===== config.mk =====
export PLATFORM = sky130hd
export DESIGN_NAME = sorted_key_list_engine_core
export DESIGN_NICKNAME = d
export VERILOG_FILES = /design/src/skle_pkg.sv /design/src/skle_cell.sv /design/src/sorted_key_list_engine_core.sv
export SDC_FILE = /design/constraint.sdc
export NUM_CORES = 2
export LEC_CHECK = 0
export ABC_AREA = 1
export ABC_CLOCK_PERIOD_IN_PS = 17350
export BUFFER_PORTS_ARGS = -buffer_cell sky130_fd_sc_hd__buf_4
export CORE_MARGIN = 10
export CORE_UTILIZATION = 60
export CTS_CLUSTER_DIAMETER = 50
export CTS_CLUSTER_SIZE = 8
export DETAILED_ROUTE_END_ITERATION = 10
export PLACE_DENSITY = 0.8
export SETUP_SLACK_MARGIN = 0.2
export SLEW_MARGIN = 20
export SYNTH_ARGS = -nofsm -noshare
export SYNTH_HDL_FRONTEND = slang
export SYNTH_SLANG_ARGS = --single-unit

===== constraint.sdc =====
create_clock -name clk -period 17.35 [get_ports clk]
set_input_delay 2.6025 -clock clk [delete_from_list [all_inputs] [get_ports clk]]
set_output_delay 2.6025 -clock clk [all_outputs]
set_load 0.01 [all_outputs]

===== src/skle_pkg.sv =====
// ----------------------------------------------------------------------------
// skle_pkg
// Shared types and constants for the sorted key list engine.
// ----------------------------------------------------------------------------
`default_nettype none

package skle_pkg;

    localparam int CAPACITY = 16;
    localparam int IDX_W    = $clog2(CAPACITY);
    localparam int CNT_W    = $clog2(CAPACITY + 1);
    localparam int KEY_W    = 32;
    localparam int PAY_W    = 32;
    localparam int OP_W     = 3;
    localparam int ST_W     = 2;

    localparam logic [OP_W-1:0] OP_INSERT  = 3'd0;
    localparam logic [OP_W-1:0] OP_REMOVE  = 3'd1;
    localparam logic [OP_W-1:0] OP_HEAD    = 3'd2;
    localparam logic [OP_W-1:0] OP_TAIL    = 3'd3;
    localparam logic [OP_W-1:0] OP_SEARCH  = 3'd4;

    localparam logic [ST_W-1:0] ST_OK   = 2'd0;
    localparam logic [ST_W-1:0] ST_MISS = 2'd1;
    localparam logic [ST_W-1:0] ST_FULL = 2'd2;

    // Broadcast from the controller to every cell of the row
    typedef struct packed {
        logic                    exec;
        logic [OP_W-1:0]         op;
        logic signed [KEY_W-1:0] key;
        logic [PAY_W-1:0]        payload;
        logic                    ordered;
        logic [CNT_W-1:0]        count;
        logic                    ins_ok;
    } skle_cmd_t;

endpackage

`default_nettype wire


===== src/skle_cell.sv =====
// ----------------------------------------------------------------------------
// skle_cell
// One list slot: holds a key and payload, compares against the broadcast key,
// passes a "position already found" flag to the next slot and shifts its entry
// towards the head or tail.
// ----------------------------------------------------------------------------
`default_nettype none

module skle_cell (
    input  wire logic                             clk,
    input  wire skle_pkg::skle_cmd_t              cmd,
    input  wire logic [skle_pkg::IDX_W-1:0]       idx,
    input  wire logic                             before_in,
    output logic                                  before_out,
    output logic                                  first,
    input  wire logic signed [skle_pkg::KEY_W-1:0] left_key,
    input  wire logic [skle_pkg::PAY_W-1:0]       left_pay,
    input  wire logic signed [skle_pkg::KEY_W-1:0] right_key,
    input  wire logic [skle_pkg::PAY_W-1:0]       right_pay,
    output logic signed [skle_pkg::KEY_W-1:0]     key_q,
    output logic [skle_pkg::PAY_W-1:0]            pay_q
);
    import skle_pkg::*;

    logic signed [KEY_W-1:0] key_reg, key_next;
    logic [PAY_W-1:0]        pay_reg, pay_next;
    logic                    valid;
    logic                    at_count;
    logic                    at_tail;
    logic                    sel;
    logic [CNT_W-1:0]        tail_pos;

    assign tail_pos = cmd.count - CNT_W'(1);
    assign valid    = {1'b0, idx} < cmd.count;
    assign at_count = {1'b0, idx} == cmd.count;
    assign at_tail  = {1'b0, idx} == tail_pos;

    always_comb
    begin
        unique case (cmd.op)
            OP_INSERT:
                sel = valid ? (cmd.ordered && (key_reg >= cmd.key)) : at_count;
            OP_REMOVE, OP_SEARCH:
                sel = valid && (key_reg == cmd.key);
            OP_HEAD:
                sel = valid && (idx == '0);
            OP_TAIL:
                sel = valid && at_tail;
            default:
                sel = 1'b0;
        endcase
    end

    assign first      = sel && !before_in;
    assign before_out = before_in || sel;

    always_comb
    begin
        key_next = key_reg;
        pay_next = pay_reg;
        if (cmd.exec)
        begin
            priority if (cmd.op == OP_INSERT && cmd.ins_ok)
            begin
                // load at the insert point, push later entries one place back
                if (first)
                begin
                    key_next = cmd.key;
                    pay_next = cmd.payload;
                end
                else if (before_in)
                begin
                    key_next = left_key;
                    pay_next = left_pay;
                end
            end
            else if (cmd.op == OP_REMOVE || cmd.op == OP_HEAD)
            begin
                // close the gap from the removed slot onwards
                if (first || before_in)
                begin
                    key_next = right_key;
                    pay_next = right_pay;
                end
            end
            else
            begin
                key_next = key_reg;
                pay_next = pay_reg;
            end
        end
    end

    always_ff @(posedge clk)
    begin
        key_reg <= key_next;
        pay_reg <= pay_next;
    end

    assign key_q = key_reg;
    assign pay_q = pay_reg;

endmodule

`default_nettype wire


===== src/sorted_key_list_engine_core.sv =====
// The command is registered at the accepting edge and executed in S_EXEC; done,
// status and the result are registered together at the end of the execute cycle.
// A new command is accepted only while idle; busy is high for the execute cycle,
// in which the whole cell row compares and shifts at once.
// Reset: entry count and ordered_mode clear to zero; entry contents stay
// undefined until written. The receiver cannot stall; done lasts one cycle.
// ----------------------------------------------------------------------------
// sorted_key_list_engine_core
// Bounded key/payload list built from a row of compare-and-shift cells; kept sorted by key in ordered mode.
// ----------------------------------------------------------------------------
`default_nettype none

module sorted_key_list_engine_core (
    input  wire logic                              clk,
    input  wire logic                              rst_n,
    input  wire logic                              start,
    output logic                                   busy,
    input  wire logic [skle_pkg::OP_W-1:0]         opcode,
    input  wire logic signed [skle_pkg::KEY_W-1:0] key,
    input  wire logic [skle_pkg::PAY_W-1:0]        payload,
    input  wire logic                              cfg_valid,
    output logic                                   cfg_ready,
    input  wire logic                              cfg_data,
    output logic                                   done,
    output logic [skle_pkg::ST_W-1:0]              status,
    output logic signed [skle_pkg::KEY_W-1:0]      result_key,
    output logic [skle_pkg::PAY_W-1:0]             result_payload,
    output logic [skle_pkg::CNT_W-1:0]             entry_count
);
    import skle_pkg::*;

    localparam logic S_IDLE = 1'b0;
    localparam logic S_EXEC = 1'b1;

    logic                    state_reg, state_next;
    logic                    ordered_reg;
    logic [CNT_W-1:0]        count_reg, count_next;
    logic [OP_W-1:0]         op_reg;
    logic signed [KEY_W-1:0] key_reg;
    logic [PAY_W-1:0]        pay_reg;

    logic                    done_reg;
    logic [ST_W-1:0]         status_reg, status_next;
    logic signed [KEY_W-1:0] rkey_reg, rkey_next;
    logic [PAY_W-1:0]        rpay_reg, rpay_next;

    skle_cmd_t               cmd;
    logic                    accept;
    logic                    found;
    logic signed [KEY_W-1:0] hit_key;
    logic [PAY_W-1:0]        hit_pay;

    logic [CAPACITY:0]       hit_chain;
    logic [CAPACITY-1:0]     first;
    logic signed [KEY_W-1:0] cell_key [CAPACITY];
    logic [PAY_W-1:0]        cell_pay [CAPACITY];

    assign accept    = start && (state_reg == S_IDLE);
    assign busy      = (state_reg != S_IDLE);
    assign cfg_ready = 1'b1;

    assign cmd.exec    = (state_reg == S_EXEC);
    assign cmd.op      = op_reg;
    assign cmd.key     = key_reg;
    assign cmd.payload = pay_reg;
    assign cmd.ordered = ordered_reg;
    assign cmd.count   = count_reg;
    assign cmd.ins_ok  = count_reg < CNT_W'(CAPACITY);

    assign hit_chain[0] = 1'b0;

    for (genvar i = 0; i < CAPACITY; i++)
    begin : g_cell
        localparam int LI = (i == 0) ? 0 : i - 1;
        localparam int RI = (i == CAPACITY - 1) ? i : i + 1;

        skle_cell u_cell (
            .clk        (clk),
            .cmd        (cmd),
            .idx        (IDX_W'(i)),
            .before_in  (hit_chain[i]),
            .before_out (hit_chain[i+1]),
            .first      (first[i]),
            .left_key   (cell_key[LI]),
            .left_pay   (cell_pay[LI]),
            .right_key  (cell_key[RI]),
            .right_pay  (cell_pay[RI]),
            .key_q      (cell_key[i]),
            .pay_q      (cell_pay[i])
        );
    end

    // select the data of the first cell that matched (lowest index)
    always_comb
    begin
        hit_key = '0;
        hit_pay = '0;
        for (int i = 0; i < CAPACITY; i++)
        begin
            hit_key = hit_key | (first[i] ? cell_key[i] : '0);
            hit_pay = hit_pay | (first[i] ? cell_pay[i] : '0);
        end
    end

    assign found = hit_chain[CAPACITY];

    always_comb
    begin
        state_next  = state_reg;
        count_next  = count_reg;
        status_next = ST_MISS;
        rkey_next   = '0;
        rpay_next   = '0;
        unique case (state_reg)
            S_IDLE:
            begin
                if (accept)
                    state_next = S_EXEC;
            end
            S_EXEC:
            begin
                state_next = S_IDLE;
                unique case (op_reg)
                    OP_INSERT:
                    begin
                        if (cmd.ins_ok)
                        begin
                            status_next = ST_OK;
                            count_next  = count_reg + CNT_W'(1);
                        end
                        else
                            status_next = ST_FULL;
                    end
                    OP_REMOVE, OP_HEAD, OP_TAIL:
                    begin
                        if (found)
                        begin
                            status_next = ST_OK;
                            rkey_next   = hit_key;
                            rpay_next   = hit_pay;
                            count_next  = count_reg - CNT_W'(1);
                        end
                    end
                    OP_SEARCH:
                    begin
                        if (found)
                        begin
                            status_next = ST_OK;
                            rkey_next   = hit_key;
                            rpay_next   = hit_pay;
                        end
                    end
                    default:
                        status_next = ST_MISS;
                endcase
            end
            default:
                state_next = S_IDLE;
        endcase
    end

    always_ff @(posedge clk or negedge rst_n)
    begin
        if (!rst_n)
        begin
            state_reg   <= S_IDLE;
            count_reg   <= '0;
            ordered_reg <= 1'b0;
            done_reg    <= 1'b0;
        end
        else
        begin
            state_reg <= state_next;
            count_reg <= count_next;
            done_reg  <= cmd.exec;
            if (cfg_valid && cfg_ready)
                ordered_reg <= cfg_data;
        end
    end

    // hold the command for the execute cycle and register the result at its end
    always_ff @(posedge clk)
    begin
        if (accept)
        begin
            op_reg  <= opcode;
            key_reg <= key;
            pay_reg <= payload;
        end
        if (cmd.exec)
        begin
            status_reg <= status_next;
            rkey_reg   <= rkey_next;
            rpay_reg   <= rpay_next;
        end
    end

    assign done           = done_reg;
    assign status         = status_reg;
    assign result_key     = rkey_reg;
    assign result_payload = rpay_reg;
    assign entry_count    = count_reg;

endmodule

`default_nettype wire

Word-level counts from Yosys, hierarchy flattened
Index checks and enable logic that the tools add are counted.
{"block": "totals", "register_bits": 1165, "wordCells": 549, "input_bits": 72, "output_inout_bits": 74}
{"block": "classes", "n_bitwise": 31, "muxes": 224, "n_reduce_logical": 151, "n_eq_ne": 66, "n_addsub": 2, "n_lt_le_gt_ge": 33}
{"cell": "32-bit two-way mux", "count": 184}
{"cell": "32-bit OR", "count": 30}
{"cell": "32-bit == test", "count": 16}
{"cell": "32-bit >= comparator", "count": 16}
{"cell": "4-bit by 5-bit == test with 1-bit output, first input constant", "count": 16}
{"cell": "1-bit logical AND", "count": 65}
{"cell": "4-bit AND reduction", "count": 15}
{"cell": "1-bit one-hot mux with 3 select lines", "count": 15}
{"cell": "3-bit by 1-bit inequality test with 1-bit output, second input constant", "count": 14}
{"cell": "3-bit by 5-bit == test with 1-bit output, first input constant", "count": 8}
{"cell": "4-bit by 5-bit < comparator with 1-bit output, first input constant", "count": 8}
{"cell": "2-bit nonzero test", "count": 17}
{"cell": "1-bit logical OR", "count": 30}
{"cell": "2-bit by 5-bit == test with 1-bit output, first input constant", "count": 4}
{"cell": "3-bit by 5-bit < comparator with 1-bit output, first input constant", "count": 4}
{"cell": "1-bit two-way mux", "count": 18}
{"cell": "1-bit logical NOT", "count": 15}
{"cell": "1-bit by 5-bit == test with 1-bit output, first input constant", "count": 2}
{"cell": "5-bit logical NOT", "count": 2}
{"cell": "1-bit by 5-bit < comparator with 1-bit output, first input constant", "count": 2}
{"cell": "2-bit by 5-bit < comparator with 1-bit output, first input constant", "count": 2}
{"cell": "5-bit two-way mux", "count": 2}
{"cell": "5-bit one-hot mux with 2 select lines", "count": 1}
{"cell": "3-bit by 2-bit == test with 1-bit output, second input constant", "count": 2}
{"cell": "18 further kinds", "count": 19}

Logic depth before layout (Yosys ltp)
{"block": "depth", "word_depth": 23, "mapped_depth": 36, "mapped_depth_nobuf": 34}

Cells and area by module
From an unflattened synthesis, not the netlist that was laid out.
{"block": "hier_totals", "hier_cells": 13533, "hier_area_um2": 94866.0}
{"mod": "skle_cell at g_cell[0].u_cell ...", "cells_each": 718, "n_inst": 13, "area_each_um2": 5156.2, "seq_area_each_um2": 1921.8}
{"mod": "sorted_key_list_engine_core", "cells_each": 2053, "n_inst": 1, "area_each_um2": 12528.3, "seq_area_each_um2": 4194.0}
{"mod": "skle_cell at g_cell[7].u_cell ...", "cells_each": 716, "n_inst": 2, "area_each_um2": 5103.6, "seq_area_each_um2": 1921.8}
{"mod": "skle_cell at g_cell[9].u_cell", "cells_each": 714, "n_inst": 1, "area_each_um2": 5099.9, "seq_area_each_um2": 1921.8}

Worst setup path before layout
OpenSTA, ideal clock, no wires.
{"block": "synth_path", "path_type": "register -> register", "start": "reg key_reg[21]", "end": "reg g_cell[14].u_cell.key_reg[0], enable pin", "stages_incl_launch_ff": 18, "n_path_buf": 2, "arrival_ns": 6.061, "period_less_slack_ns": 6.568, "setup_ns": 0.507, "setup_slack_ns": 10.782, "t_required_ns": 16.843, "path_cell_list": "edfxtp_1 -> inv_1 -> ha_1 -> a21oi_1 -> nor2_1 -> a211oi_1 -> a21oi_1 -> a2111oi_0 -> nand2_1 -> or2_2 -> nand3_1 -> a21oi_1 -> o21a_1 -> nand3_2 -> nor2_8 -> buf_6 -> buf_6 -> a21oi_1"}
{"block": "synth_between", "elab_chain_len": 22, "elab_cells_between_ends": 109, "cone_classes": "order compare (15); eq/ne (16); mux (30); reduce/logical (48)"}
{"item": "start: declaration", "line": "sorted_key_list_engine_core.sv:39", "text": "logic signed [KEY_W-1:0] key_reg;"}
{"item": "start signal: assignment", "line": "sorted_key_list_engine_core.sv:187", "text": "key_reg <= key;"}
{"item": "32-bit >= comparator", "line": "skle_cell.sv:42", "text": "sel = valid ? (cmd.ordered && (key_reg >= cmd.key)) : at_count;"}
{"item": "1-bit logical AND", "line": "skle_cell.sv:42"}
{"item": "1-bit two-way mux", "line": "skle_cell.sv:42"}
{"item": "1-bit one-hot mux with 4 select lines or 1-bit one-hot mux with 3 select lines (tied branches)", "line": "skle_cell.sv:40", "text": "unique case (cmd.op)"}
{"item": "1-bit logical OR (13 in series)", "line": "skle_cell.sv:55", "text": "assign before_out = before_in || sel;"}
{"item": "1-bit logical NOT", "line": "skle_cell.sv:54", "text": "assign first = sel && !before_in;"}
{"item": "1-bit logical AND", "line": "skle_cell.sv:54"}
{"item": "1-bit logical OR", "line": "skle_cell.sv:80", "text": "if (first || before_in)"}
{"item": "2-bit nonzero test (no source line)"}
{"item": "4-bit AND reduction (no source line) *"}
{"item": "end signal: assignment", "line": "skle_cell.sv:96", "text": "key_reg <= key_next;"}
{"item": "end: declaration", "line": "skle_cell.sv:25", "text": "logic signed [KEY_W-1:0] key_reg, key_next;"}
Every way passes the cells marked *; elsewhere a longest branch is shown, timed or not.
A chain may end at the register's enable or synchronous reset.

Worst setup path after layout
{"block": "layout_path", "start": "reg key_reg[27]", "end": "reg g_cell[14].u_cell.key_reg[3] (data pin)"}
{"block": "layout_between", "elab_chain_len": 21, "elab_cells_between_ends": 107, "cone_classes": "order compare (15); eq/ne (15); mux (32); reduce/logical (45)"}
{"item": "32-bit >= comparator", "line": "skle_cell.sv:42"}
{"item": "1-bit logical AND", "line": "skle_cell.sv:42"}
{"item": "1-bit two-way mux", "line": "skle_cell.sv:42"}
{"item": "1-bit one-hot mux with 4 select lines or 1-bit one-hot mux with 3 select lines (tied branches)", "line": "skle_cell.sv:40"}
{"item": "1-bit logical OR (13 in series)", "line": "skle_cell.sv:55"}
{"item": "1-bit logical NOT", "line": "skle_cell.sv:54"}
{"item": "1-bit logical AND *", "line": "skle_cell.sv:54"}
{"item": "32-bit two-way mux *", "line": "skle_cell.sv:66", "text": "if (first)"}
{"item": "32-bit two-way mux *", "line": "skle_cell.sv:63", "text": "priority if (cmd.op == OP_INSERT && cmd.ins_ok)"}
Marks and branches as above.

==> out/metrics.cfg <==
[run_status]
status = finished, final reports clean

[global_route]
gr-total-overflow = 0
grt_max_degree = 269
grt.total_usage = 0.3687
grt_pass1_wl_mm = 415.4
grt_pass1_vias = 68870
antenna_found_initial = 4

[logic_synthesis]
yosys-top-cells-area = edfxtp_1 45%, o21ai_0 10%, ha_1 8.3%
synth-seq-area-share = 0.4501
ys_ff_latch = 1165
ys_warn_count = 0
synth_cell_types = 62
synth_nets = 10170
async_flop_share = 0.006867
synth_edf_count = 1157
yosys.area.top_type_share = 0.4475
yosysTopAreaCell = edfxtp_1
syn_area_mm2 = 0.07764
ys.flop_type = edfxtp_1
postSynthCellCount = 9576
avgSynthCellArea_um2 = 8.108

[timing]
hold_viol_final = 0
setup_viol_count_final = 0
rsz0062_at_grt = false
period_needed_ps = 8981
max_freq_mhz = 111.3
tightest_slew_ps = 1266
fin_worst_skew_ps = 53.14
fin_tns_setup_ps = 0
min_period_over_period = 0.5176
worst_slew_margin_rel = 0.1557
drv_slew = 0

[floorplan]
core-area_mm2 = 0.1280
chipHeight_um = 379.7
start_util = 0.6065
die_area_mm2 = 0.1442
die_w_um = 379.7
ios = 146
fp-row-count = 131

[final_layout]
final_cells = 11130
area_growth_pct = 8.504
drive_above_1_share = 0.06587
ff_latch_area_mm2 = 0.03495
layout_common_cells = 1569 x o21ai_0, 1262 x nand2_1, 1157 x edfxtp_1
fillCellCount = 10490
final_nets = 9914
final_util = 0.6581
layout_commonest_cell = o21ai_0
multi_input_area_mm2 = 0.03577

[clocking]
cts_tree = yes
postCtsSetupBuffers = 0
root_buffer = clkbuf_16
cts_resized = 0
clockBufferDepth = 3
htree_levels = 4
clock_sinks = 1165
path_clk_slew_ps = 50
cts_made_buffers = 177
clkLatencyLatePin_ps = 840
hold_buffers = 0

[placement]
dp_hpwl_mm = 174.7
port_buffers = 144
gp_congestion = 1.014
place_inst = 10870

[flow_run]
maxCapViolCount = 0

[route]
num_vias = 73410
drt_wl_total_mm = 278.4
drtIter0Drc = 12160
dr.pass1.iters = 7
routedWlPerCell_um = 25.02
antenna_left = 0
drc = 0
routed_via_density = 6.596

[pwr]
power_density_mw_per_mm2 = 115.0
p_clk_frac = 0.332
p_leak_nw = 35.26
p_seq_frac = 0.372
switching_share = 0.3832
netSwitchingPower_mw = 3.711
p_comb_frac = 0.296
intPower_mw = 5.974
ir_drop_uv = 105.7

[critical_path]
critPathKind = flip-flop to flip-flop
cp_data_required_time_ps = 17930
crit_path_start_kind = flip-flop
worstPathArrival_ps = 9560
path_max_fanout = 134
endpoint_kind = flip-flop

[min_path]
holdCritPathClass = flip-flop to flip-flop

==> worst paths after layout <==
path                                                  startpoint                               endpoint  slack, ps  cells past startpoint
max in group asynchronous                                  rst_n                         busy$_DFF_PN0_      15580                      1
hold reg to reg            g_cell[15].u_cell.pay_q[25]$_DFFE_PP_  g_cell[14].u_cell.pay_q[25]$_DFFE_PP_        560                      2
hold / removal             g_cell[15].u_cell.pay_q[25]$_DFFE_PP_  g_cell[14].u_cell.pay_q[25]$_DFFE_PP_        560                      2
setup / recovery                           key_reg[27]$_DFFE_PP_   g_cell[14].u_cell.key_q[3]$_DFFE_PP_       8370                     26
setup reg to reg                           key_reg[27]$_DFFE_PP_   g_cell[14].u_cell.key_q[3]$_DFFE_PP_       8370                     26
min in group asynchronous                                  rst_n                         done$_DFF_PN0_       1590                      1
==> synthesized netlist by cell type, drive strengths merged (2+ instances only) <==
cell type	count
clkinv	2
o21a	25
o21ai	1758
inv	1116
dlymetal6s2s	2
o211ai	6
nor4	15
nand3b	8
or2	4
ha	518
or3	2
a21boi	3
nand2	1277
clkbuf	473
edfxtp	1157
a21oi	1092
o2111ai	3
o221ai	11
dfrtp	8
o22ai	63
xnor2	2
a221oi	5
a21o	4
a31oi	4
a2111oi	2
o21bai	8
nor2	699
xor2	5
nor3	27
nand3	778
and3	2
nand4	250
a211oi	12
buf	225
==> power groups by stage <==
stage / Clock [mW] / Combinational (mW) / Sequential [mW]
final: 3.21 / 2.87 / 3.60
after CTS: 3.20 / 2.73 / 3.59
after global routing: 3.32 / 3.02 / 3.62
after global placement: 0 / 2.67 / 3.64
after detailed placement: 0 / 2.72 / 3.64
after floorplan: 0 / 1.74 / 3.59
==> layout make-up <==
| type | count | area share |
|---|---|---|
| Antenna cell | 3 | 0.00008911 |
| Clock buffer | 206 | 0.05412 |
| Clock inverter | 46 | 0.006000 |
| Inverter | 1118 | 0.05013 |
| Multi-Input combinational cell | 6593 | 0.4246 |
| Sequential cell | 1165 | 0.4148 |
| Tap cell | 1729 | 0.02568 |
| Timing Repair Buffer | 269 | 0.02451 |
==> cells by family after synthesis <==
group           share of synthesized area
buf+inv                           0.09282
compound gates                     0.2007
fa+ha+maj                         0.08348
simple gates                       0.1719
other cells                    0.00004830
flops                              0.4501
mux                             0.0001450
xor+xnor                        0.0007897
==> critical path, stage by stage, from the launching register on <==
cell,delay [ps]
edfxtp_1,580
inv_1,460
ha_1,470
nand2_1,100
nor2_1,220
nand2_1,170
nor4_2,380
nand2_1,230
nand3_1,120
nand3_1,80
nand2_1,70
nand2_1,40
nand2_1,90
nand2_4,330
nor2_4,230
buf_12,610
nand4_4,230
nor3_2,280
nand4_1,200
nor2_4,820
nand3_2,280
nor2_8,160
buf_4,780
nand2_8,660
buf_4,610
o21ai_1,270
nand2_1,100
==> per-layer routing <==
| layer | global-route usage | share of wire | vias to the layer above |
|---|---|---|---|
| li1 | - | - | 32860 |
| met1 | 0.4816 | 0.36 | 33680 |
| met2 | 0.5460 | 0.42 | 5707 |
| met3 | 0.1009 | 0.15 | 1164 |
| met4 | 0.2200 | 0.066 | 0 |
| met5 | 0 | 0 | - |
==> through the flow <==
step                      instance area [um2]  power (mW)  setup WS [ps]  hold slack, ps
after global routing                    84240       9.960           8046           574.8
after floorplan                         77640       5.332          10780           520.4
final                                   84240       9.685           8369           555.5
after global placement                  79160       6.310           8833           532.0
after CTS                               84230       9.526           8689           553.7
after detailed placement                79160       6.365           8703           539.2
Note: power is estimated with default switching activity, not from simulation.
